[src/rtl/core/hau_pkg.sv]
// Shared types and constants for the three-track hit assigner.
// No dependencies.
`default_nettype none
package hau_pkg;
    localparam int CoordW = 16;
    localparam int SqW    = 31;
    localparam int R2W    = 32;
    localparam int CosW   = 33;
    localparam int CntW   = 5;
    localparam int DivSteps  = 31;
    localparam int SqrtSteps = 16;

    typedef logic [2:0][CoordW-1:0] vec3_t;
    typedef logic [2:0][2:0][CosW-1:0] cosm_t;
    typedef logic [2:0][1:0] trk_map_t;

    typedef enum logic [2:0] {
        LN_IDLE,
        LN_SUM,
        LN_DIV,
        LN_SQRT,
        LN_DONE
    } lane_state_t;

    typedef enum logic [2:0] {
        ST_IDLE,
        ST_NORM,
        ST_COS,
        ST_PAIR,
        ST_WRITE
    } state_t;

    typedef struct packed {
        logic clear;
        logic step;
    } merge_ctrl_t;
endpackage
`default_nettype wire

[src/rtl/core/hau_lane.sv]
// One hit lane: unit direction by restoring divide and digit square root,
// then the cosine of that direction against one selected track. Uses hau_pkg.
`default_nettype none
module hau_lane (
    input  wire logic          clk,
    input  wire logic          rst_n,
    input  wire logic          start,
    input  wire hau_pkg::vec3_t pos,
    input  wire hau_pkg::vec3_t trk,
    output logic               done,
    output hau_pkg::vec3_t     unit,
    output logic [hau_pkg::CosW-1:0] cosv
);
    hau_pkg::lane_state_t state_reg, state_next;
    logic [hau_pkg::CntW-1:0] cnt_reg, cnt_next;
    logic [2:0] neg_reg;
    logic [2:0][hau_pkg::SqW-1:0] a2_reg;
    logic [hau_pkg::R2W-1:0] r2_reg;
    logic [2:0][hau_pkg::R2W-1:0] rem_reg;
    logic [2:0][hau_pkg::SqW-1:0] nsh_reg;
    logic [2:0][hau_pkg::SqW-1:0] q_reg;
    logic [2:0][31:0] qs_reg;
    logic [2:0][17:0] srem_reg;
    logic [2:0][15:0] root_reg;
    hau_pkg::vec3_t unit_reg;

    always_ff @(posedge clk or negedge rst_n)
    begin
        if (!rst_n)
        begin
            state_reg <= hau_pkg::LN_IDLE;
            cnt_reg   <= '0;
        end
        else
        begin
            state_reg <= state_next;
            cnt_reg   <= cnt_next;
        end
    end

    always_comb
    begin
        state_next = state_reg;
        cnt_next   = cnt_reg;
        unique case (state_reg)
            hau_pkg::LN_IDLE, hau_pkg::LN_DONE:
            begin
                if (start)
                begin
                    state_next = hau_pkg::LN_SUM;
                end
            end
            hau_pkg::LN_SUM:
            begin
                state_next = hau_pkg::LN_DIV;
                cnt_next   = '0;
            end
            hau_pkg::LN_DIV:
            begin
                cnt_next = cnt_reg + 1'b1;
                if (cnt_reg == hau_pkg::CntW'(hau_pkg::DivSteps - 1))
                begin
                    state_next = hau_pkg::LN_SQRT;
                    cnt_next   = '0;
                end
            end
            hau_pkg::LN_SQRT:
            begin
                cnt_next = cnt_reg + 1'b1;
                if (cnt_reg == hau_pkg::CntW'(hau_pkg::SqrtSteps + 1))
                begin
                    state_next = hau_pkg::LN_DONE;
                end
            end
            default:
            begin
                state_next = hau_pkg::LN_IDLE;
            end
        endcase
    end

    logic [2:0][15:0] mag;
    logic [2:0][hau_pkg::R2W:0] dtrial;
    logic [2:0][19:0] strial;
    logic [2:0][19:0] ssub;
    logic [2:0][15:0] sat;

    always_comb
    begin
        for (int k = 0; k < 3; k++)
        begin
            mag[k] = pos[k][15] ? 16'(-pos[k]) : pos[k];
            dtrial[k] = {rem_reg[k], nsh_reg[k][hau_pkg::SqW-1]};
            strial[k] = {srem_reg[k], qs_reg[k][31:30]};
            ssub[k] = {2'b00, root_reg[k], 2'b01};
            sat[k] = (root_reg[k] > 16'd32767) ? 16'd32767 : root_reg[k];
        end
    end

    always_ff @(posedge clk)
    begin
        for (int k = 0; k < 3; k++)
        begin
            if ((state_reg == hau_pkg::LN_IDLE || state_reg == hau_pkg::LN_DONE) && start)
            begin
                neg_reg[k] <= pos[k][15];
                a2_reg[k]  <= hau_pkg::SqW'({16'd0, mag[k]} * {16'd0, mag[k]});
            end
            if (state_reg == hau_pkg::LN_SUM)
            begin
                rem_reg[k] <= hau_pkg::R2W'(a2_reg[k] >> 1);
                nsh_reg[k] <= {a2_reg[k][0], 30'd0};
                q_reg[k]   <= '0;
            end
            if (state_reg == hau_pkg::LN_DIV)
            begin
                nsh_reg[k] <= nsh_reg[k] << 1;
                if (dtrial[k] >= {1'b0, r2_reg})
                begin
                    rem_reg[k] <= hau_pkg::R2W'(dtrial[k] - {1'b0, r2_reg});
                    q_reg[k]   <= {q_reg[k][hau_pkg::SqW-2:0], 1'b1};
                end
                else
                begin
                    rem_reg[k] <= hau_pkg::R2W'(dtrial[k]);
                    q_reg[k]   <= {q_reg[k][hau_pkg::SqW-2:0], 1'b0};
                end
                if (cnt_reg == hau_pkg::CntW'(hau_pkg::DivSteps - 1))
                begin
                    srem_reg[k] <= '0;
                    root_reg[k] <= '0;
                end
            end
            if (state_reg == hau_pkg::LN_SQRT)
            begin
                if (cnt_reg == '0)
                begin
                    qs_reg[k] <= {1'b0, q_reg[k]};
                end
                else if (cnt_reg == hau_pkg::CntW'(hau_pkg::SqrtSteps + 1))
                begin
                    unit_reg[k] <= (r2_reg != '0) ?
                                   (neg_reg[k] ? 16'(-sat[k]) : sat[k]) : 16'd0;
                end
                if (cnt_reg != hau_pkg::CntW'(hau_pkg::SqrtSteps + 1))
                begin
                    if (cnt_reg != '0)
                    begin
                        qs_reg[k] <= qs_reg[k] << 2;
                        if (strial[k] >= ssub[k])
                        begin
                            srem_reg[k] <= 18'(strial[k] - ssub[k]);
                            root_reg[k] <= {root_reg[k][14:0], 1'b1};
                        end
                        else
                        begin
                            srem_reg[k] <= 18'(strial[k]);
                            root_reg[k] <= {root_reg[k][14:0], 1'b0};
                        end
                    end
                end
            end
        end
        if (state_reg == hau_pkg::LN_SUM)
        begin
            r2_reg <= hau_pkg::R2W'({1'b0, a2_reg[0]} + {1'b0, a2_reg[1]})
                      + hau_pkg::R2W'(a2_reg[2]);
        end
    end

    // SQRT loads the radicand at count 0 and writes the unit at the last count, so the counter runs to SqrtSteps + 1
    logic signed [31:0] p0, p1, p2;
    assign p0 = $signed(trk[0]) * $signed(unit_reg[0]);
    assign p1 = $signed(trk[1]) * $signed(unit_reg[1]);
    assign p2 = $signed(trk[2]) * $signed(unit_reg[2]);
    assign cosv = hau_pkg::CosW'($signed({p0[31], p0}) + $signed({p1[31], p1})
                                  + $signed({p2[31], p2}));
    assign unit = unit_reg;
    assign done = (state_reg == hau_pkg::LN_DONE);

    a_sum_after_start: assert property (@(posedge clk) disable iff (!rst_n)
        (start && (state_reg == hau_pkg::LN_IDLE || state_reg == hau_pkg::LN_DONE))
        |=> state_reg == hau_pkg::LN_SUM)
        else $error("lane did not begin");
    a_div_to_sqrt: assert property (@(posedge clk) disable iff (!rst_n)
        (state_reg == hau_pkg::LN_DIV && cnt_reg == hau_pkg::CntW'(hau_pkg::DivSteps - 1))
        |=> state_reg == hau_pkg::LN_SQRT && cnt_reg == '0)
        else $error("divide length wrong");
    a_rem_below: assert property (@(posedge clk) disable iff (!rst_n)
        (state_reg == hau_pkg::LN_DIV) |-> rem_reg[0] < r2_reg || r2_reg == '0)
        else $error("divide remainder out of range");
endmodule
`default_nettype wire

[config.mk]
export PLATFORM = sky130hd
export DESIGN_NAME = hau_lane
export DESIGN_NICKNAME = d
export VERILOG_FILES = /design/src/rtl/core/hau_pkg.sv /design/src/rtl/core/hau_lane.sv
export SDC_FILE = /design/constraint.sdc
export NUM_CORES = 2
export LEC_CHECK = 0
export ABC_AREA = 1
export BUFFER_PORTS_ARGS = -buffer_cell sky130_fd_sc_hd__clkbuf_2
export CORE_MARGIN = 3
export CORE_UTILIZATION = 65
export CTS_CLUSTER_SIZE = 24
export DETAILED_ROUTE_END_ITERATION = 12
export HOLD_SLACK_MARGIN = 0.15
export PLACE_DENSITY_LB_ADDON = 0.05
export SYNTH_ARGS = -nofsm -noshare
export SYNTH_HDL_FRONTEND = slang
export SYNTH_SLANG_ARGS = --single-unit
[constraint.sdc]
create_clock -name clk -period 12.8 [get_ports clk]
set_clock_uncertainty 0.05 [all_clocks]
set_input_delay 1.28 -clock clk [delete_from_list [all_inputs] [get_ports clk]]
set_output_delay 1.28 -clock clk [all_outputs]
set_load 0.05 [all_outputs]
# Yosys cells after proc, flatten, opt, wreduce, memory -nomap -nowiden
# Cells that the tools add are included.
[classes]
eq_ne = 10
reduce_logical = 11
multipliers = 6
addsub = 17
bitwise = 1
muxes = 79
n_lt_le_gt_ge = 9
[ops]
columns = ["cell", "n"]
rows = [
  ["two-way mux 32 bit", 18],
  ["two-way mux 16 bit", 24],
  ["two-way mux 18 bit", 18],
  ["two-way mux 31 bit", 7],
  ["greater-or-equal comparator 33 x 32 -> 1 bit", 3],
  ["multiplier 16 x 16 -> 32 bit", 3],
  ["negation 16 bit", 6],
  ["subtractor 32 bit", 3],
  ["multiplier 16 x 16 -> 31 bit", 3],
  ["greater-or-equal comparator 20 x 18 -> 1 bit", 3],
  ["subtractor 18 bit", 3],
  ["> comparator 16 x 15 -> 1 bit, second input constant", 3],
  ["adder 32 x 32 -> 33 bit", 1],
  ["adder 33 x 32 -> 33 bit", 1],
  ["adder 31 x 31 -> 32 bit", 1],
  ["adder 32 x 31 -> 32 bit", 1],
  ["nonzero test 32 bit", 1],
  ["one-hot mux 5 bit (3 select lines)", 1],
  ["one-hot mux 3 bit (4 select lines)", 1],
  ["== test 5 bit, second input constant", 2],
  ["two-way mux 3 bit", 3],
  ["== test 3 x 2 -> 1 bit, second input constant", 2],
  ["two-way mux 1 bit", 6],
  ["AND reduction 3 bit", 2],
  ["other kinds (16)", 17],
]
[totals]
out_inout_bits = 82
wordCells = 161
register_bits = 574
inputBits = 99

# Logic depth before layout (Yosys ltp)
[logic_depth]
depth_word = 6
depth_mapped = 36
depth_no_buf = 34

# Worst setup path after synthesis
# OpenSTA, ideal clock, no wires.
[synth_timing]
path_type = "reg2reg"
from = "register state_reg[0]"
to = "register nsh_reg (netlist bit dtrial[0]) (enable)"
setup_time_ns = 0.808
t_arrival_ns = 10.013
path_buffers = 0
setup_slack_ns = 1.929
stages_incl_launch_ff = 5
period_less_slack_ns = 10.871
t_required_ns = 11.942
path_cell_list = "dfrtp_1 > nor2_1 > nor2_1 > inv_1 > a21oi_1"
[synth_via]
elab_chain_len = 2
word_cells_on_any_way = 3
cone_classes = "eq/ne (2); reduce/logical (1)"
[synth_lines]
columns = ["element", "line", "source"]
rows = [
  ["start: declaration", "hau_lane.sv:14", "hau_pkg::lane_state_t state_reg, state_next;"],
  ["start signal: assignment", "hau_lane.sv:31", "state_reg <= hau_pkg::LN_IDLE;"],
  ["start signal: assignment", "hau_lane.sv:36", "state_reg <= state_next;"],
  ["== test 3 x 1 -> 1 bit or == test 3 x 2 -> 1 bit (tied branches)", "hau_lane.sv:109, hau_lane.sv:115", ""],
  ["nonzero test 2 bit (no source line) (*)", "--", ""],
  ["end signal: indexed assignment", "hau_lane.sv:112", "nsh_reg[k] <= {a2_reg[k][0], 30'd0};"],
  ["end signal: indexed assignment", "hau_lane.sv:117", "nsh_reg[k] <= nsh_reg[k] << 1;"],
  ["end: declaration", "hau_lane.sv:20", "logic [2:0][hau_pkg::SqW-1:0] nsh_reg;"],
]
# Every way passes the cells marked *; elsewhere a longest branch is shown, timed or not.
# A chain may end at the register's enable or synchronous reset.

# Worst setup path in the final report
[layout_timing]
from = "register unit_reg (netlist bit unit[32])"
to = "output port cosv[24] (netlist bit)"
[layout_via]
elab_chain_len = 2
[layout_lines]
columns = ["element", "line", "source"]
rows = [
  ["start: declaration", "hau_lane.sv:25", "hau_pkg::vec3_t unit_reg;"],
  ["start signal: indexed assignment", "hau_lane.sv:142", "unit_reg[k] <= (r2_reg != '0) ?"],
  ["multiplier 16 x 16 -> 32 bit", "hau_lane.sv:175", "assign p2 = $signed(trk[2]) * $signed(unit_reg[2]);"],
  ["adder 33 x 32 -> 33 bit", "hau_lane.sv:177", "+ $signed({p2[31], p2}));"],
  ["end: declaration", "hau_lane.sv:12", "output logic [hau_pkg::CosW-1:0] cosv"],
]
# No other way between the ends.

==> impl_metrics.json <==
{
  "path_max_fanout": 17,
  "cts_sinks": 571,
  "grt-ovfl-total": 0,
  "critPathKind": "register to output pin",
  "cts.clk_slew.worst_paths_ns": 0.06,
  "setup_viol": 0,
  "fin_tns_setup_ns": 0,
  "postCtsHoldBufs": 0,
  "start_util_pct": 65.7,
  "synth_fa_ha_area_share_pct": 41.1,
  "via_count": 73400,
  "cts_resized": 0,
  "synthToLayoutAreaGrowth_pct": 4.76,
  "netlist_area_mm2": 0.0905,
  "syn-instance-count": 11300,
  "status": "completed",
  "grt_pass1_vias": 75100,
  "slew_headroom_pct": 25.4,
  "core_area_mm2": 0.138,
  "synth_top_cell_by_area": "fa_1",
  "first_pass_iters": 6,
  "via_per_inst": 5.60,
  "die_x_um": 379,
  "synth_ff_type": "edfxtp_1",
  "synth.distinct_cells": 59,
  "root_buffer": "clkbuf_16",
  "dp_slack_ns": 2.14,
  "grt_pass1_wl_um": 395000,
  "synthXorXnorAreaFrac_pct": 2.25,
  "synth_edf_count": 461,
  "cp.arrival_ns": 9.55,
  "min_path_type": "register to register",
  "layout.nets": 13500,
  "numPortBuffers": 180,
  "ys_ff_latch": 571,
  "clk_latency_ns": 0.67,
  "drt.antenna.violating_nets": 0,
  "netlist.area_leader.share_pct": 31.9,
  "dp_hpwl_um": 208000,
  "dr.first_iter.drc_count": 5755,
  "drive_gt1_share_pct": 4.03,
  "rsz0062_at_grt": "false",
  "synthArstFlopShare_pct": 1.40,
  "wl_per_cell_um": 18.9,
  "post_cts_buffers": 0,
  "synth_simple_gate_area_share_pct": 19.0,
  "hold_viol": 0,
  "gp_congestion": 1.02,
  "end_kind": "output pin",
  "fin_crit_ns": 10.88,
  "synth.mux.area_fraction_pct": 0.0111,
  "synth_compound_area_share_pct": 6.07,
  "fin_crit_sh_pct": 85.0,
  "place_area_mm2": 0.0929,
  "fillers": 11600,
  "cts.path.max_buffers": 3,
  "top_level_ports": 181,
  "grt_max_degree": 106,
  "synthTopCellsByArea": "fa_1, edfxtp_1, inv_1, nand2_1, ha_1",
  "h-tree-depth": 2,
  "worstHoldPathCells": 2,
  "layout_setup_ws_ns": 1.92,
  "report.final.slew_viol_count": 0,
  "drc_errors": 0,
  "r2r_cells": 15,
  "fp-row-count": 136,
  "routed_wl_um": 247000,
  "utilization_pct": 68.8,
  "synth_top_family_by_area": "adder cells",
  "cap_violations": 0,
  "fin_area_mm2": 0.0948,
  "yosysWarnings": 0,
  "cts_buffers": 60,
  "die_y_um": 379,
  "seq_area_frac_synth_pct": 17.8,
  "die_area_mm2": 0.144,
  "cts_tree": "yes",
  "fmax_mhz": 91.9,
  "track_usage_pct": 35.0,
  "required_ns": 11.47,
  "antenna_found_initial": 10,
  "largest_register_ffs": 99,
  "worst_pin_slew_ns": 1.12,
  "startpoint_type": "register",
  "syn_avg_cell_area_um2": 8.03
}
## cells in the final DEF (no fill, tap or decap), types with 81 or more instances in the layout
master	netlist	routed
dfxtp_1	102	102
edfxtp_1	461	461
nand3b_1	92	92
a21oi_1	384	382
nand4_1	92	92
o21ai_0	303	303
fa_1	1444	1444
inv_1	2917	2916
nor3_1	82	81
nand2_1	2434	2434
ha_1	662	662
nand3_1	519	517
xnor2_1	101	101
o221ai_1	89	89
nor2_1	771	769
xor2_1	127	127
clkbuf_2	0	180
## routing by layer
metal	track usage [%]	up-vias	routed length (um)
met5	0	-	37
met4	16.5	6	13400
met3	5.20	672	18300
met2	58.4	2902	117000
met1	45.0	35800	98400
li1	-	34000	-
## cells by family (layout without fill, tap and decap cells)
kind of cell             Yosys count  after routing
AO/OA/AOI/OAI                    952            952
adder cells (fa/ha/maj)         2106           2106
AND/OR/NAND/NOR                 4130           4130
buffers and inverters           3281           3289
multiplexers                       1              1
flip-flops                       571            571
XOR/XNOR                         230            230
other                              2             44
## critical path, stage by stage, from the launching register on
cell and delay (ns):
edfxtp_1 0.94, nand2_1 0.86, fa_1 0.79, inv_1 0.06, fa_1 0.53, inv_1 0.05, fa_1 0.50, fa_1 0.52
fa_1 0.52, inv_1 0.05, fa_1 0.54, fa_1 0.42, fa_1 0.49, inv_1 0.05, fa_1 0.47, inv_1 0.04
ha_1 0.37, nand2_1 0.10, nor2_1 0.16, nand2_1 0.08, o21ai_0 0.51, a21o_1 0.24, nand2_1 0.08, nand2_1 0.07
nand2_1 0.04, nand2_1 0.07, clkbuf_2 0.29
## cell usage after synthesis (15+ instances only)
cell,number
a21o_1,41
a21oi_1,384
buf_2,59
clkbuf_1,249
dfxtp_1,102
edfxtp_1,461
fa_1,1444
ha_1,662
inv_1,2917
inv_2,24
nand2_1,2434
nand2_2,22
nand3_1,519
nand3b_1,92
nand4_1,92
nor2_1,771
nor3_1,82
nor4_1,25
o211ai_1,27
o21a_1,15
o21ai_0,303
o21bai_1,25
o221ai_1,89
or2_2,50
xnor2_1,101
xor2_1,127
## final timing paths
check,from,end,slack (ns)
max,unit[32],cosv[24],1.92
min,srem_reg[17],srem_reg[17],0.42
max in group asynchronous,rst_n,cnt_reg[2],12.08
max reg2reg,r2_reg[1],dtrial[1],8.55
min reg2reg,srem_reg[17],srem_reg[17],0.42
min in group asynchronous,rst_n,state_reg[2],0.43
## through the flow
stage / hold WS, ns / instances
finish: 0.424 / 13100
global route: 0.416 / 13100
CTS: 0.398 / 13100
detailed placement: 0.417 / 13000
global placement: 0.402 / 13000
floorplan: 0.394 / 11300
## cell type report
type / count / area [um2] / area share, %
tap: 1794 / 2240 / 2.37
antenna: 5 / 12.5 / 0.0132
inverter: 2946 / 11100 / 11.7
clock buffer: 75 / 1670 / 1.77
multi-input combinational: 7458 / 62200 / 65.6
clock inverter: 39 / 295 / 0.311
sequential: 571 / 16100 / 17.0
timing repair buffer: 229 / 1270 / 1.34
Power is left out: the tool's default activity adds up to more than one toggle a clock period on the data nets, which glitch-free logic cannot reach.
