[src/rtl/core/hau_pkg.sv]
// Shared types and constants for the three-track hit assigner.
// No dependencies.
`default_nettype none
package hau_pkg;
    localparam int CoordW = 16;
    localparam int SqW    = 31;
    localparam int R2W    = 32;
    localparam int CosW   = 33;
    localparam int CntW   = 5;
    localparam int DivSteps  = 31;
    localparam int SqrtSteps = 16;

    typedef logic [2:0][CoordW-1:0] vec3_t;
    typedef logic [2:0][2:0][CosW-1:0] cosm_t;
    typedef logic [2:0][1:0] trk_map_t;

    typedef enum logic [2:0] {
        LN_IDLE,
        LN_SUM,
        LN_DIV,
        LN_SQRT,
        LN_DONE
    } lane_state_t;

    typedef enum logic [2:0] {
        ST_IDLE,
        ST_NORM,
        ST_COS,
        ST_PAIR,
        ST_WRITE
    } state_t;

    typedef struct packed {
        logic clear;
        logic step;
    } merge_ctrl_t;
endpackage
`default_nettype wire

[src/rtl/core/hau_merge.sv]
// Greedy pairing of tracks and hits, one pair per step, largest cosine first.
// Uses hau_pkg.
`default_nettype none
module hau_merge (
    input  wire logic                clk,
    input  wire logic                rst_n,
    input  wire hau_pkg::merge_ctrl_t ctrl,
    input  wire hau_pkg::cosm_t      cosm,
    output hau_pkg::trk_map_t        hit_track
);
    logic [2:0] tu_reg, hu_reg;
    hau_pkg::trk_map_t map_reg;
    logic found;
    logic [1:0] bi, bj;
    logic signed [hau_pkg::CosW-1:0] best;

    always_comb
    begin
        found = 1'b0;
        bi = '0;
        bj = '0;
        best = '0;
        for (int i = 0; i < 3; i++)
        begin
            for (int j = 0; j < 3; j++)
            begin
                if (!tu_reg[i] && !hu_reg[j])
                begin
                    if (!found || $signed(cosm[i][j]) > best)
                    begin
                        found = 1'b1;
                        best = $signed(cosm[i][j]);
                        bi = 2'(i);
                        bj = 2'(j);
                    end
                end
            end
        end
    end

    always_ff @(posedge clk or negedge rst_n)
    begin
        if (!rst_n)
        begin
            tu_reg  <= '0;
            hu_reg  <= '0;
            map_reg <= '0;
        end
        else if (ctrl.clear)
        begin
            tu_reg  <= '0;
            hu_reg  <= '0;
            map_reg <= '0;
        end
        else if (ctrl.step && found)
        begin
            tu_reg[bi]  <= 1'b1;
            hu_reg[bj]  <= 1'b1;
            map_reg[bj] <= bi;
        end
    end

    assign hit_track = map_reg;

    a_masks_match: assert property (@(posedge clk) disable iff (!rst_n)
        $countones(tu_reg) == $countones(hu_reg))
        else $error("pair masks out of step");
    a_step_finds: assert property (@(posedge clk) disable iff (!rst_n)
        (ctrl.step && !ctrl.clear && tu_reg != 3'b111) |=> $countones(tu_reg) ==
        $countones($past(tu_reg)) + 1)
        else $error("step made no pair");
    a_clear: assert property (@(posedge clk) disable iff (!rst_n)
        ctrl.clear |=> tu_reg == '0 && hu_reg == '0)
        else $error("clear failed");
endmodule
`default_nettype wire

[config.mk]
export PLATFORM = sky130hd
export DESIGN_NAME = hau_merge
export DESIGN_NICKNAME = d
export VERILOG_FILES = /design/src/rtl/core/hau_pkg.sv /design/src/rtl/core/hau_merge.sv
export SDC_FILE = /design/constraint.sdc
export NUM_CORES = 1
export LEC_CHECK = 0
export ABC_AREA = 1
export BUFFER_PORTS_ARGS = -buffer_cell sky130_fd_sc_hd__buf_2
export CORE_UTILIZATION = 35
export DETAILED_ROUTE_END_ITERATION = 6
export PLACE_DENSITY_LB_ADDON = 0.25
export SYNTH_ARGS = -nofsm -noshare
export SYNTH_HDL_FRONTEND = slang
export SYNTH_SLANG_ARGS = --single-unit
[constraint.sdc]
create_clock -name clk -period 25.1 [get_ports clk]
set_clock_uncertainty 0.15 [all_clocks]
set_input_delay 3.765 -clock clk [delete_from_list [all_inputs] [get_ports clk]]
set_output_delay 3.765 -clock clk [all_outputs]
set_load 0.02 [all_outputs]
Word-level counts from Yosys, hierarchy flattened
Cells that the tools add are included.

Output and inout bits: 6. Logic and storage cells: 127. Bits in registers: 12. Bits of input ports: 301.

Bitwise logic cells: 2. Mux-type cells: 73. Reductions and logical operators: 35. Magnitude comparators: 12.

Operators with widths (number): 2-to-1 mux 33 bit (15); greater-than comparator 33 bit (8); 2-to-1 mux 2 bit (25); 2-to-1 mux 1 bit (23); logical NOT 1 bit (14); logical AND 1 bit (12); 2-to-1 mux 3 bit (4); 2-to-1 mux 6 bit (2); logical OR 1 bit (8); bitwise mux 6 bit (1); < comparator 2 x 3 -> 1 bit, second input constant (2); OR 3 bit (2); demux 1 bit (select 2 bit) (2); demux 2 bit (select 2 bit) (1); >= comparator 2 x 1 -> 1 bit, second input constant (2); nonzero test 2 bit (1).

Logic depth before layout (Yosys ltp)
Gate-level depths: netlist (run 1).

Depth in word-level cells: 42. Mapped depth: 148. Depth with buffers taken out: 138.

Least setup slack after synthesis (run 1)
OpenSTA, ideal clock, no wires.

Path type: input-to-reg. Start point: input cosm[28] in the netlist's numbering. End point: register map_reg, in the netlist hit_track[0]. Path buffers: 10. Setup time: 0.118 ns. Cell stages on the path: 123. Required time: 24.832 ns. Setup slack: 7.557 ns. Arrival: 17.274 ns. Path through: nand2_1 -> ha_1 -> nand2_1 -> nor2_1 -> nand2_1 -> nor3_2 -> nand2_1 -> nand2_1 -> nand2_1 -> nand2_2 -> nand2_4 -> buf_4 -> inv_1 -> buf_2 -> o211ai_1 -> nand2_1 -> inv_1 -> ha_1 -> [... 87 more ...] -> buf_2 -> nand3_1 -> nand2_1 -> ha_1 -> nand2_1 -> nor3_1 -> nor4b_1 -> nand3b_1 -> nand3_1 -> nand2_1 -> o21ai_0 -> nand2_1 -> nand2_1 -> inv_1 -> a21oi_2 -> nand2_2 -> nand3_1 -> nand2_1.

Cells in the longest elaborated chain, start to end: 40. Elaborated cells on any way between the ends: 92. Those cells by class: order compare: 10; mux: 64; reduce/logical: 18.

RTL lines: start, declared (RTL line hau_merge.sv:8) `input wire hau_pkg::cosm_t cosm,`; 2-to-1 mux 33 bit * (RTL line hau_merge.sv:27) `if (!tu_reg[i] && !hu_reg[j])`; greater-than comparator 33 bit (RTL line hau_merge.sv:29) `if (!found || $signed(cosm[i][j]) > best)`; logical OR 1 bit (RTL line hau_merge.sv:29); 2-to-1 mux 33 bit / 2-to-1 mux 1 bit (equally long branches) (RTL line hau_merge.sv:29); 2-to-1 mux 33 bit / 2-to-1 mux 1 bit (equally long branches) (RTL line hau_merge.sv:27); greater-than comparator 33 bit / logical NOT 1 bit (equally long branches) (RTL line hau_merge.sv:29); logical OR 1 bit (RTL line hau_merge.sv:29); 2-to-1 mux 33 bit / 2-to-1 mux 1 bit (equally long branches) (RTL line hau_merge.sv:29); [... 24 more ...]; 2-to-1 mux 2 bit (RTL line hau_merge.sv:27); < comparator 2 x 3 -> 1 bit (implied by the code) / >= comparator 2 x 1 -> 1 bit (equally long branches) (RTL line hau_merge.sv:59) `map_reg[bj] <= bi;`; logical AND 1 bit (implied by the code) (RTL line hau_merge.sv:59); 2-to-1 mux 2 bit (implied by the code) (RTL line hau_merge.sv:59); demux 2 bit (select 2 bit) (RTL line hau_merge.sv:59); bitwise mux 6 bit (RTL line hau_merge.sv:59); 2-to-1 mux 6 bit (RTL line hau_merge.sv:55) `else if (ctrl.step && found)`; 2-to-1 mux 6 bit (RTL line hau_merge.sv:49) `else if (ctrl.clear)`; end signal, assigned by index (RTL line hau_merge.sv:59); end, declared (RTL line hau_merge.sv:12) `hau_pkg::trk_map_t map_reg;`.

Every way passes the cells marked *; elsewhere a longest branch is shown, timed or not. The select of a mux whose other input is x is not followed. A chain may end at the register's enable or synchronous reset.

Worst setup path after layout (run 1)
Start point: input cosm[8] in the netlist's numbering. End point: register map_reg, in the netlist hit_track[0].

The elaborated chain is that of the path after synthesis.

==> report_table.html, run 1 <==
<table>
<tr><th>Metric</th><th>Value</th></tr>
<tr><th colspan="2">Run status</th></tr>
<tr><td>Status</td><td>complete, no violations</td></tr>
<tr><th colspan="2">Critical path</th></tr>
<tr><td>Worst R2R Path Depth</td><td>~110</td></tr>
<tr><td>Buffer and inverter count on the worst path</td><td>7</td></tr>
<tr><td>Slowest-stage cell, CP</td><td>nand2_4</td></tr>
<tr><td>Largest fanout on the critical path</td><td>68</td></tr>
<tr><td>Type of the setup path with the least slack</td><td>in -&gt; reg</td></tr>
<tr><td>Total stage count of the critical path</td><td>~110</td></tr>
<tr><td>Category of cells accounting for the largest share of critical-path delay</td><td>simple AND/OR/NAND/NOR gates</td></tr>
<tr><td>Category of the worst setup path capture point</td><td>flop</td></tr>
<tr><td>Delay of the slowest cell on the worst path</td><td>roughly 480 ps</td></tr>
<tr><td>Arrival time of data at the critical path endpoint</td><td>~23,000 ps</td></tr>
<tr><td>Worst Path Required</td><td>25,070 ps</td></tr>
<tr><td>Cell type with the highest occurrence count on the critical path</td><td>nand2_1</td></tr>
<tr><td>Startpoint types</td><td>input pin</td></tr>
<tr><th colspan="2">Synth</th></tr>
<tr><td>Syn Area/Cell</td><td>between 6 and 7 um2</td></tr>
<tr><td>Synth area leader</td><td>ha_1</td></tr>
<tr><td>Number of instances in the synthesized netlist</td><td>1,961</td></tr>
<tr><td>Number of warnings issued by yosys</td><td>0</td></tr>
<tr><td>Count of state elements after synthesis</td><td>12</td></tr>
<tr><td>Sequential element share of the synthesized area</td><td>0.0249</td></tr>
<tr><td>Unique cell type count in the Yosys netlist</td><td>47</td></tr>
<tr><td>EDFF count, synth</td><td>0</td></tr>
<tr><td>Net count after synthesis</td><td>2,526</td></tr>
<tr><td>Cell area after synthesis</td><td>between 10,000 and 15,000 um2</td></tr>
<tr><td>Prevailing post-synth register cell</td><td>dfrtp_1</td></tr>
<tr><td>Yosys top cell area share</td><td>0.274</td></tr>
<tr><td>Async set-or-reset flop fraction in the synthesized netlist</td><td>1.00</td></tr>
<tr><td>Biggest area contributors in the synthesized netlist</td><td>ha_1, nand2_1, nand3_1</td></tr>
<tr><th colspan="2">Die</th></tr>
<tr><td>Die area</td><td>35,200 um2</td></tr>
<tr><td>I/O pin cnt</td><td>307</td></tr>
<tr><td>Initial Util</td><td>0.358</td></tr>
<tr><td>Site Rows</td><td>67</td></tr>
<tr><td>Area of the core</td><td>33,700 um2</td></tr>
<tr><td>Die span in y</td><td>188 um</td></tr>
<tr><td>Die Wd</td><td>approximately 190 um</td></tr>
<tr><th colspan="2">Finish</th></tr>
<tr><td>Max FFs per register</td><td>6</td></tr>
<tr><td>Post-layout nets</td><td>2,775</td></tr>
<tr><td>Syn-to-layout area delta</td><td>15.7%</td></tr>
<tr><td>Share of cells above drive strength 1</td><td>0.211</td></tr>
<tr><th colspan="2">Detailed routing</th></tr>
<tr><td>Iteration count of the initial detailed-routing pass</td><td>5</td></tr>
<tr><td>Routed wire length</td><td>44,500 um</td></tr>
<tr><td>Drt wl/cell</td><td>16.7 um</td></tr>
<tr><td>Number of vias per cell</td><td>5.22</td></tr>
<tr><td>Iteration-0 DRC count of the detailed router</td><td>just over 700</td></tr>
<tr><td>Vias</td><td>13,900</td></tr>
<tr><td>Antenna Nets Post-Route</td><td>0</td></tr>
<tr><td>DRC viols</td><td>0</td></tr>
<tr><th colspan="2">Global routing</th></tr>
<tr><td>Number of antenna violations at the first check in global routing</td><td>12</td></tr>
<tr><td>Pin count of the biggest net entering global routing</td><td>69</td></tr>
<tr><td>First-pass GRT wire length</td><td>68,700 um</td></tr>
<tr><td>Most used routing layer in global routing</td><td>met2</td></tr>
<tr><td>Total global routing overflow</td><td>0</td></tr>
<tr><td>Grt met2 use</td><td>0.402</td></tr>
<tr><td>Met3 track utilization from global routing</td><td>0.0275</td></tr>
<tr><td>GR Layer Usage met1</td><td>0.327</td></tr>
<tr><td>Number of global-route vias before repair</td><td>approximately 13,000</td></tr>
<tr><td>Total GRT Usage</td><td>0.243</td></tr>
<tr><th colspan="2">Min path</th></tr>
<tr><td>Worst hold path cell count</td><td>2</td></tr>
<tr><td>Path class of the lowest-slack min-delay path</td><td>reg -&gt; reg</td></tr>
<tr><th colspan="2">Flow run</th></tr>
<tr><td>Max-cap violations</td><td>0</td></tr>
<tr><th colspan="2">Placed design</th></tr>
<tr><td>Detailed placer's ending HPWL</td><td>40,300 um</td></tr>
<tr><td>I/O Buffers</td><td>306</td></tr>
<tr><td>Final weighted congestion in routability-driven placement</td><td>between 0.9 and 1</td></tr>
<tr><th colspan="2">Timing</th></tr>
<tr><td>Slew HR</td><td>0.296</td></tr>
<tr><td>Post-route minimum period</td><td>22,920 ps</td></tr>
<tr><td>RSZ-0062 raised after global routing</td><td>false</td></tr>
<tr><td>Total Negative Setup Slacks</td><td>0 ps</td></tr>
<tr><td>Worst Max-Slew Pin Slew</td><td>around 1100 ps</td></tr>
<tr><td>Fmax achieved</td><td>43.6 MHz</td></tr>
<tr><td>Number of pins with negative max-slew slack in the final report</td><td>0</td></tr>
<tr><td>Number of hold violations in the final report</td><td>0</td></tr>
<tr><td>Final setup fails</td><td>0</td></tr>
<tr><td>Final period util</td><td>0.913</td></tr>
<tr><th colspan="2">Clock tree</th></tr>
<tr><td>CTS Root Cell</td><td>clkbuf_16</td></tr>
<tr><td>Clock transition at the register clock pins on the worst setup and hold paths after CTS</td><td>40 ps</td></tr>
<tr><td>Cts bufs inserted</td><td>3</td></tr>
<tr><td>CTS tree</td><td>done</td></tr>
<tr><td>Number of sinks on the clock net</td><td>12</td></tr>
<tr><td>Clk buf depth</td><td>2</td></tr>
<tr><td>Clk_lat worst skew</td><td>240 ps</td></tr>
<tr><td>H-tree level count</td><td>1</td></tr>
</table>
timing repair:
| action | CTS | global route |
|---|---|---|
| hold buffers | 0 | 0 |
| resized for setup | 0 | 5 |
| hold endpoints to repair | 0 | 0 |
| setup endpoints to repair | 0 | 12 |
| buffers inserted | 0 | 0 |
cells in the mapped netlist, drive strengths merged (9+ instances only):
| cell type | instances |
|---|---|
| nand4 | 73 |
| o21ai | 44 |
| and2 | 78 |
| or2 | 64 |
| o211ai | 17 |
| o21a | 9 |
| nand2 | 548 |
| dfrtp | 12 |
| nand3 | 324 |
| ha | 264 |
| nand3b | 56 |
| a21oi | 123 |
| buf | 42 |
| nor2 | 91 |
| inv | 143 |
| clkbuf | 24 |
| nor4 | 16 |
| nor3 | 18 |
worst reg2reg max path: cells and delay by family, from the launching register on:
kind                     cells  cell delay (ps)
flip-flops                   1              460
AO/OA/AOI/OAI                3              320
XOR/XNOR                     1              110
AND/OR/NAND/NOR             95            15700
buffers and inverters        6             1070
adder cells (fa/ha/maj)      8             2860
routing by layer:
metal	vias up	wire length [um]
met3	83	2420
li1	7291	-
met4	14	1660
met5	-	92
met2	431	19300
met1	6077	21000
layout by cell type (no fill, tap or decap), types with 2 or more instances in the layout:
cell	count
buf_2	306
nor3_2	3
a21oi_2	2
ha_1	264
a21oi_1	121
o211ai_1	17
nor3_1	14
nand3_1	276
nand3b_1	56
or2_2	35
nor2_4	3
nand4_1	73
o21ai_0	39
clkbuf_16	3
nand2_2	20
nor4_2	3
nor2_2	11
buf_4	4
nand3_2	48
nand2_1	518
o21ai_1	4
or2_0	10
nand2_4	10
inv_2	12
o21bai_1	2
nor2_1	77
inv_1	129
o21a_1	9
a31oi_1	4
diode_2	6
or2_1	19
dfrtp_1	12
nor4_1	13
and2_1	78
worst paths after layout:
path                                               start                  endpoint  slack [ps]
worst max-delay path                             cosm[8]  hit_track[0]$_DFFE_PN0P_        2180
worst min-delay path            hit_track[3]$_DFFE_PN0P_  hit_track[3]$_DFFE_PN0P_         320
worst max register to register     tu_reg[0]$_DFFE_PN0P_  hit_track[0]$_DFFE_PN0P_        4310
worst min register to register  hit_track[3]$_DFFE_PN0P_  hit_track[3]$_DFFE_PN0P_         320
max in group asynchronous                          rst_n     hu_reg[2]$_DFFE_PN0P_       21330
min in group asynchronous                          rst_n  hit_track[5]$_DFFE_PN0P_        3250
cell families (layout without fill, tap and decap cells):
group / count (synthesis) / after routing / synth area share
AOI/OAI and AO/OA: 203 / 203 / 0.0925
and+or+nand+nor: 1271 / 1271 / 0.534
buffers and inverters: 210 / 457 / 0.0744
other: 0 / 6 / 0
DFF: 12 / 12 / 0.0249
xor gates and xnor gates: 1 / 1 / 0.000726
adders and majority gates: 264 / 264 / 0.274
final cells by class:
class,count,area (um2)
fillers,3724,19700
multi-input cells,1739,10900
repair buffers,310,1560
well taps,448,561
inverters,144,547
flip-flops and latches,12,300
clock buffers,3,75.1
diodes,6,15.0
stage by stage:
| step | utilization | hold slack, ps | setup WS (ps) | instances | area [um2] |
|---|---|---|---|---|---|
| 4_1_cts | 0.413 | 326 | 808 | 2656 | 13900 |
| 3_3_place_gp | 0.411 | 309 | 909 | 2653 | 13800 |
| 3_5_place_dp | 0.411 | 316 | 613 | 2653 | 13800 |
| 2_1_floorplan | - | 373 | 7560 | 1961 | 12100 |
| 5_1_grt | 0.414 | 342 | 233 | 2657 | 13900 |
| 6_report | 0.414 | 323 | 2180 | 2662 | 14000 |
Power of run 1 is not shown: default switching activity piles up to over one toggle a cycle in this logic, so the estimate is an artifact.
==> run 2, diff against run 1 <==
clock period = 18.9 ns   (was 25.1 ns; I/O delays follow)
==> run 2 against run 1 <==
Net effect: sequential share of layout area decreased by 0.48 points; hold slack better by 0.85 ps; final area rose by 28%; critical path type unchanged; highest routed layer unchanged.
==> report_table.html, run 2 (same netlist as run 1, synthesis figures left out) <==
<table>
<tr><th>Metric</th><th>Value</th></tr>
<tr><th colspan="2">Die</th></tr>
<tr><td>Die area</td><td>about 35,000 um2</td></tr>
<tr><td>Die Wd</td><td>around 190 um</td></tr>
<tr><td>Area of the core</td><td>roughly 34,000 um2</td></tr>
<tr><td>Initial Util</td><td>0.358</td></tr>
<tr><td>I/O pin cnt</td><td>307</td></tr>
<tr><td>Die span in y</td><td>around 190 um</td></tr>
<tr><td>Site Rows</td><td>between 60 and 70</td></tr>
<tr><th colspan="2">Detailed routing</th></tr>
<tr><td>Antenna Nets Post-Route</td><td>0</td></tr>
<tr><td>Number of vias per cell</td><td>5.34</td></tr>
<tr><td>DRC viols</td><td>0</td></tr>
<tr><td>Drt wl/cell</td><td>about 18 um</td></tr>
<tr><td>Routed wire length</td><td>49,800 um</td></tr>
<tr><td>Vias</td><td>14,800</td></tr>
<tr><td>Iteration-0 DRC count of the detailed router</td><td>795</td></tr>
<tr><td>Iteration count of the initial detailed-routing pass</td><td>5</td></tr>
<tr><th colspan="2">Finish</th></tr>
<tr><td>Commonest non-fill, non-tap cell in the layout</td><td>nand2_1</td></tr>
<tr><td>Syn-to-layout area delta</td><td>48.5%</td></tr>
<tr><td>Share of cells above drive strength 1</td><td>0.402</td></tr>
<tr><td>Fillers</td><td>3,352</td></tr>
<tr><td>Total area of sequential cells</td><td>300 um2</td></tr>
<tr><td>Post-layout nets</td><td>slightly below 3,000</td></tr>
<tr><td>Area of combinational cells with multiple inputs</td><td>13,400 um2</td></tr>
<tr><td>Commonest cells after routing, fill and taps aside</td><td>nand2_1, buf_2, nand3_1</td></tr>
<tr><td>Max FFs per register</td><td>6</td></tr>
<tr><td>Post-layout util</td><td>0.531</td></tr>
<tr><th colspan="2">Timing</th></tr>
<tr><td>Number of pins with negative max-slew slack in the final report</td><td>0</td></tr>
<tr><td>Worst Max-Slew Pin Slew</td><td>1330 ps</td></tr>
<tr><td>Final setup fails</td><td>0</td></tr>
<tr><td>Post-route minimum period</td><td>18,270 ps</td></tr>
<tr><td>Fmax achieved</td><td>54.7 MHz</td></tr>
<tr><td>Number of hold violations in the final report</td><td>0</td></tr>
<tr><td>Slew HR</td><td>0.109</td></tr>
<tr><td>Final period util</td><td>0.967</td></tr>
<tr><td>RSZ-0062 raised after global routing</td><td>true</td></tr>
<tr><th colspan="2">Min path</th></tr>
<tr><td>Hold worst-path end</td><td>hit_track[2]$_DFFE_PN0P_</td></tr>
<tr><td>Worst Hold Launch</td><td>hit_track[2]$_DFFE_PN0P_</td></tr>
<tr><td>Path class of the lowest-slack min-delay path</td><td>reg -&gt; reg</td></tr>
<tr><td>Worst hold path cell count</td><td>2</td></tr>
<tr><th colspan="2">Clock tree</th></tr>
<tr><td>Clock transition at the register clock pins on the worst setup and hold paths after CTS</td><td>~40 ps</td></tr>
<tr><td>CTS Root Cell</td><td>clkbuf_16</td></tr>
<tr><td>Number of sinks on the clock net</td><td>12</td></tr>
<tr><td>Clk_lat worst skew</td><td>240 ps</td></tr>
<tr><td>CTS tree</td><td>done</td></tr>
<tr><td>Clk buf depth</td><td>2</td></tr>
<tr><td>H-tree level count</td><td>1</td></tr>
<tr><td>Cts bufs inserted</td><td>3</td></tr>
<tr><th colspan="2">Placed design</th></tr>
<tr><td>I/O Buffers</td><td>306</td></tr>
<tr><td>Detailed placer's ending HPWL</td><td>40,200 um</td></tr>
<tr><td>Final weighted congestion in routability-driven placement</td><td>slightly below 1</td></tr>
<tr><th colspan="2">Global routing</th></tr>
<tr><td>Number of global-route vias before repair</td><td>13,400</td></tr>
<tr><td>Total GRT Usage</td><td>0.244</td></tr>
<tr><td>First-pass GRT wire length</td><td>approximately 70,000 um</td></tr>
<tr><td>Pin count of the biggest net entering global routing</td><td>48</td></tr>
<tr><td>Total global routing overflow</td><td>0</td></tr>
<tr><td>Number of antenna violations at the first check in global routing</td><td>11</td></tr>
<tr><th colspan="2">Critical path</th></tr>
<tr><td>Startpoint types</td><td>input pin</td></tr>
<tr><td>Cell type with the highest occurrence count on the critical path</td><td>nand2_1</td></tr>
<tr><td>RR Endpoint</td><td>hit_track[1]$_DFFE_PN0P_</td></tr>
<tr><td>Type of the setup path with the least slack</td><td>in -&gt; reg</td></tr>
<tr><td>Worst R2R Path Depth</td><td>119</td></tr>
<tr><td>Category of the worst setup path capture point</td><td>flop</td></tr>
<tr><td>Startpoint of the most critical register-to-register path</td><td>tu_reg[0]$_DFFE_PN0P_</td></tr>
<tr><td>Delay of the slowest cell on the worst path</td><td>between 300 and 400 ps</td></tr>
<tr><td>Arrival time of data at the critical path endpoint</td><td>around 18,000 ps</td></tr>
<tr><td>R2r setup slk</td><td>between 1000 and 1500 ps</td></tr>
<tr><td>Slowest-stage cell, CP</td><td>or3_4</td></tr>
<tr><td>Category of cells accounting for the largest share of critical-path delay</td><td>simple AND/OR/NAND/NOR gates</td></tr>
<tr><td>Buffer and inverter count on the worst path</td><td>19</td></tr>
<tr><td>Largest fanout on the critical path</td><td>12</td></tr>
<tr><td>Worst Path Required</td><td>around 19,000 ps</td></tr>
<tr><th colspan="2">Flow run</th></tr>
<tr><td>Max-cap violations</td><td>0</td></tr>
<tr><th colspan="2">Run status</th></tr>
<tr><td>Status</td><td>complete, no violations</td></tr>
</table>
-- run 2: cell types whose count changed in the layout (fill, tap and decap cells not counted), sizes merged --
cell    previous run  this run
clkinv             1         2
buf              310       399
nand2            548       551
inv              142       141
diode              6         7
clkbuf             3        21
-- run 2: worst max-delay path by stage --
stage                  start                        to  slack, ps  cells past startpoint
floorplan           cosm[28]  hit_track[0]$_DFFE_PN0P_       2290                    123
detailed placement  cosm[28]  hit_track[1]$_DFFE_PN0P_       -400                    122
global route         cosm[4]  hit_track[0]$_DFFE_PN0P_       -430                    129
finish              cosm[10]  hit_track[1]$_DFFE_PN0P_        630                    118
global placement    cosm[32]  hit_track[0]$_DFFE_PN0P_       -280                    122
CTS                  cosm[8]  hit_track[1]$_DFFE_PN0P_         90                    120
-- run 2: layer usage --
metal	vias to the layer above	track usage	part of all wire
met1	6698	0.323	0.44
met5	-	0	0.0018
met2	466	0.410	0.47
met3	105	0.0344	0.054
met4	14	0.0682	0.034
li1	7532	-	-
-- run 2: what timing repair did --
item | in CTS | in global routing
endpoints found under the setup margin | 12 | 12
pin swaps | 0 | 132
gates cloned | 0 | 24
hold buffers | 0 | 0
gates resized for setup | 5 | 472
setup buffers | 0 | 48
-- run 2: worst reg2reg max path, delay by kind of cell (launching register included) --
kind                       cells  cell delay [ps]
AOI/OAI and AO/OA              4              480
xor gates and xnor gates       1              120
adders and majority gates      8             2260
buffers and inverters         20             2950
DFF                            1              470
and+or+nand+nor               86            10940
-- run 2: final cells by class --
type | instances | area share
diodes | 7 | 0.000978
inverters | 144 | 0.0311
repair buffers | 417 | 0.165
well taps | 448 | 0.0313
multi-input cells | 1742 | 0.750
flip-flops and latches | 12 | 0.0168
clock buffers | 3 | 0.00419
-- run 2: metrics by stage --
| step | setup TNS (ps) | instance area, um2 | instances | hold slack, ps | worst slack (ps) |
|---|---|---|---|---|---|
| detailed placement | -3940 | 14200 | 2691 | 312 | -402 |
| global placement | -2720 | 14200 | 2691 | 310 | -280 |
| floorplan | 0 | 12100 | 1961 | 373 | 2290 |
| CTS | 0 | 14300 | 2694 | 323 | 88.8 |
| finish | 0 | 17900 | 2773 | 323 | 632 |
| global route | -4150 | 17900 | 2768 | 346 | -427 |
Power of run 2 is left out for the same reason.
==> run 3, diff against run 2 <==
ABC_AREA = default   (was 1)
==> run 3 against run 2 <==
Net effect: area after synthesis is 3.7% lower; non-clock buffer count up 529; critical endpoint unchanged; synthesized cell count down 16%; final cell count up 6.9%; highest routed layer is now met4; worst setup slack got worse by 1500 ps; routed wire length is 23% higher; the run now ends with negative setup slack left; final area grew 18%; via count grew 15%.
==> report_table.html, run 3 <==
<table>
<tr><th>Metric</th><th>Value</th></tr>
<tr><th colspan="2">Synth</th></tr>
<tr><td>Cell area after synthesis</td><td>11,600 um2</td></tr>
<tr><td>EDFF count, synth</td><td>0</td></tr>
<tr><td>Unique cell type count in the Yosys netlist</td><td>74</td></tr>
<tr><td>Number of instances in the synthesized netlist</td><td>1,655</td></tr>
<tr><td>XOR/XNOR share of the synthesized area</td><td>0</td></tr>
<tr><td>Sequential element share of the synthesized area</td><td>0.0258</td></tr>
<tr><td>Largest family of logic cells by synthesized area</td><td>compound AO/OA/AOI/OAI gates</td></tr>
<tr><td>Syn Area/Cell</td><td>7.02 um2</td></tr>
<tr><td>Net count after synthesis</td><td>between 2,000 and 2,500</td></tr>
<tr><td>Top-count cell post-synth</td><td>ha_1</td></tr>
<tr><td>Number of warnings issued by yosys</td><td>0</td></tr>
<tr><td>Yosys top cell area share</td><td>0.284</td></tr>
<tr><td>Arithmetic-cell share of the synthesized area counting full adders, half adders and majority gates</td><td>0.284</td></tr>
<tr><td>Simple-gate share of the synthesized area</td><td>0.252</td></tr>
<tr><td>Count of state elements after synthesis</td><td>12</td></tr>
<tr><td>Most instantiated cells after synthesis</td><td>ha_1, nor2_1, nand2_1</td></tr>
<tr><td>Area fraction in compound gates after synthesis</td><td>0.383</td></tr>
<tr><td>Biggest area contributors in the synthesized netlist</td><td>ha_1, nor2_1, nand2_1</td></tr>
<tr><td>Prevailing post-synth register cell</td><td>dfrtp_1</td></tr>
<tr><td>Synth area leader</td><td>ha_1</td></tr>
<tr><td>Portion of netlist area occupied by mux cells</td><td>0.00431</td></tr>
<tr><td>Async set-or-reset flop fraction in the synthesized netlist</td><td>1.00</td></tr>
<tr><th colspan="2">Detailed routing</th></tr>
<tr><td>Iteration-0 DRC count of the detailed router</td><td>1,439</td></tr>
<tr><td>Iteration count of the initial detailed-routing pass</td><td>6</td></tr>
<tr><td>Antenna Nets Post-Route</td><td>0</td></tr>
<tr><td>Routed wire length</td><td>around 61,000 um</td></tr>
<tr><td>DRC viols</td><td>0</td></tr>
<tr><td>Drt wl/cell</td><td>slightly above 20 um</td></tr>
<tr><td>Number of vias per cell</td><td>about 5.7</td></tr>
<tr><td>Vias</td><td>17,000</td></tr>
<tr><th colspan="2">Finish</th></tr>
<tr><td>Syn-to-layout area delta</td><td>82.4%</td></tr>
<tr><td>Area of combinational cells with multiple inputs</td><td>between 10,000 and 15,000 um2</td></tr>
<tr><td>Total area of sequential cells</td><td>around 300 um2</td></tr>
<tr><td>Share of cells above drive strength 1</td><td>0.515</td></tr>
<tr><td>Commonest non-fill, non-tap cell in the layout</td><td>buf_4</td></tr>
<tr><td>Commonest cells after routing, fill and taps aside</td><td>buf_4, buf_2, ha_1</td></tr>
<tr><td>Post-layout nets</td><td>3,087</td></tr>
<tr><td>Max FFs per register</td><td>6</td></tr>
<tr><td>Post-layout util</td><td>0.650</td></tr>
<tr><td>Fillers</td><td>2,778</td></tr>
<tr><th colspan="2">Timing</th></tr>
<tr><td>Post-route minimum period</td><td>~20,000 ps</td></tr>
<tr><td>Number of pins with negative max-slew slack in the final report</td><td>0</td></tr>
<tr><td>Tightest hold margin</td><td>391 ps</td></tr>
<tr><td>Number of hold violations in the final report</td><td>0</td></tr>
<tr><td>RSZ-0062 raised after global routing</td><td>true</td></tr>
<tr><td>Final setup fails</td><td>12</td></tr>
<tr><td>Worst Max-Slew Pin Slew</td><td>820 ps</td></tr>
<tr><td>Total Negative Setup Slacks</td><td>-9260 ps</td></tr>
<tr><td>Final period util</td><td>1.05</td></tr>
<tr><td>Fmax achieved</td><td>50.5 MHz</td></tr>
<tr><td>Worst setup margin</td><td>-901 ps</td></tr>
<tr><td>Slew HR</td><td>0.448</td></tr>
<tr><th colspan="2">Critical path</th></tr>
<tr><td>RR Endpoint</td><td>hit_track[1]$_DFFE_PN0P_</td></tr>
<tr><td>Largest fanout on the critical path</td><td>11</td></tr>
<tr><td>Slowest-stage cell, CP</td><td>or4_4</td></tr>
<tr><td>Startpoint of the most critical register-to-register path</td><td>tu_reg[0]$_DFFE_PN0P_</td></tr>
<tr><td>Worst R2R Path Depth</td><td>89</td></tr>
<tr><td>R2r setup slk</td><td>720 ps</td></tr>
<tr><td>Arrival time of data at the critical path endpoint</td><td>19,830 ps</td></tr>
<tr><td>Delay of the slowest cell on the worst path</td><td>roughly 540 ps</td></tr>
<tr><td>Startpoint types</td><td>input pin</td></tr>
<tr><td>Category of the worst setup path capture point</td><td>flop</td></tr>
<tr><td>Worst Path Required</td><td>18,930 ps</td></tr>
<tr><td>Type of the setup path with the least slack</td><td>in -&gt; reg</td></tr>
<tr><th colspan="2">Clock tree</th></tr>
<tr><td>CTS tree</td><td>done</td></tr>
<tr><td>Clk_lat worst skew</td><td>250 ps</td></tr>
<tr><td>CTS Root Cell</td><td>clkbuf_16</td></tr>
<tr><td>Clk buf depth</td><td>2</td></tr>
<tr><td>Cts bufs inserted</td><td>3</td></tr>
<tr><td>H-tree level count</td><td>1</td></tr>
<tr><td>Number of buffers added to fix hold violations after cts</td><td>0</td></tr>
<tr><td>Number of sinks on the clock net</td><td>12</td></tr>
<tr><td>Clock transition at the register clock pins on the worst setup and hold paths after CTS</td><td>roughly 40 ps</td></tr>
<tr><th colspan="2">Min path</th></tr>
<tr><td>Worst hold path cell count</td><td>2</td></tr>
<tr><td>Worst Hold Launch</td><td>hit_track[3]$_DFFE_PN0P_</td></tr>
<tr><td>Path class of the lowest-slack min-delay path</td><td>reg -&gt; reg</td></tr>
<tr><td>Hold worst-path end</td><td>hit_track[3]$_DFFE_PN0P_</td></tr>
<tr><th colspan="2">Global routing</th></tr>
<tr><td>Number of antenna violations at the first check in global routing</td><td>1</td></tr>
<tr><td>First-pass GRT wire length</td><td>88,800 um</td></tr>
<tr><td>Number of global-route vias before repair</td><td>~16,000</td></tr>
<tr><td>Grt met2 use</td><td>0.572</td></tr>
<tr><td>Most used routing layer in global routing</td><td>met2</td></tr>
<tr><td>Total GRT Usage</td><td>0.334</td></tr>
<tr><td>Total global routing overflow</td><td>0</td></tr>
<tr><td>GR Layer Usage met1</td><td>0.430</td></tr>
<tr><td>Pin count of the biggest net entering global routing</td><td>36</td></tr>
<tr><td>Met3 track utilization from global routing</td><td>0.0223</td></tr>
<tr><th colspan="2">Run status</th></tr>
<tr><td>Failing checks</td><td>negative setup slack</td></tr>
<tr><td>Status</td><td>finished, violations left</td></tr>
<tr><th colspan="2">Placed design</th></tr>
<tr><td>I/O Buffers</td><td>306</td></tr>
<tr><td>Final weighted congestion in routability-driven placement</td><td>1.03</td></tr>
<tr><td>Detailed placer's ending HPWL</td><td>47,400 um</td></tr>
<tr><td>Setup slack after placement</td><td>-2500 ps</td></tr>
<tr><th colspan="2">Die</th></tr>
<tr><td>I/O pin cnt</td><td>307</td></tr>
<tr><td>Die area</td><td>roughly 34,000 um2</td></tr>
<tr><td>Initial Util</td><td>0.356</td></tr>
<tr><td>Area of the core</td><td>32,600 um2</td></tr>
<tr><td>Die Wd</td><td>around 180 um</td></tr>
<tr><td>Site Rows</td><td>66</td></tr>
<tr><td>Die span in y</td><td>184 um</td></tr>
<tr><th colspan="2">Flow run</th></tr>
<tr><td>Max-cap violations</td><td>0</td></tr>
</table>
run 3: how the worst max path moves through the flow:
| stage | slack (ps) | startpoint | endpoint |
|---|---|---|---|
| finish | -900 | cosm[22] | hit_track[1]$_DFFE_PN0P_ |
| floorplan | 4 | cosm[28] | hit_track[1]$_DFFE_PN0P_ |
| global placement | -2420 | cosm[11] | hit_track[1]$_DFFE_PN0P_ |
| detailed placement | -2500 | cosm[11] | hit_track[0]$_DFFE_PN0P_ |
| CTS | -310 | cosm[25] | hit_track[1]$_DFFE_PN0P_ |
| global route | -1430 | cosm[28] | hit_track[0]$_DFFE_PN0P_ |
run 3: metrics by stage:
step / instance area (um2) / std cells
floorplan: 11800 / 1655
global placement: 17100 / 2781
detailed placement: 17100 / 2781
CTS: 19600 / 2919
global route: 21200 / 2963
finish: 21200 / 2964
run 3: area by class of cell:
cell class / instances / share of cell area
multi-input combinational: 1500 / 0.608
sequential: 12 / 0.0142
timing repair buffer: 946 / 0.337
inverter: 59 / 0.0105
antenna: 1 / 0.000118
clock buffer: 4 / 0.00419
tap: 442 / 0.0261
run 3: routing by layer:
metal,vias up,part of all wire
met3,173,0.063
met2,801,0.46
met1,7883,0.42
li1,8133,-
met5,-,0
met4,0,0.048
run 3: cells by family (layout without fill, tap and decap cells):
| logic type | after synthesis | after routing |
|---|---|---|
| multiplexers | 5 | 5 |
| adder cells (fa/ha/maj) | 264 | 264 |
| AND/OR/NAND/NOR | 623 | 624 |
| buffers and inverters | 145 | 1009 |
| flip-flops | 12 | 12 |
| other | 0 | 1 |
| AO/OA/AOI/OAI | 606 | 607 |
run 3: what timing repair did:
| action | in CTS | in global routing |
|---|---|---|
| pin swaps | 112 | 196 |
| endpoints found under the setup margin | 12 | 12 |
| resized for setup | 263 | 229 |
| setup buffers | 123 | 49 |
| gates cloned | 15 | 5 |
run 3: critical path, delay by kind of cell:
kind | cells | cell delay (ps)
adder cells (fa/ha/maj) | 8 | 2380
AO/OA/AOI/OAI | 31 | 5490
AND/OR/NAND/NOR | 30 | 6400
buffers and inverters | 19 | 2680
Power of run 3 is left out for the same reason.
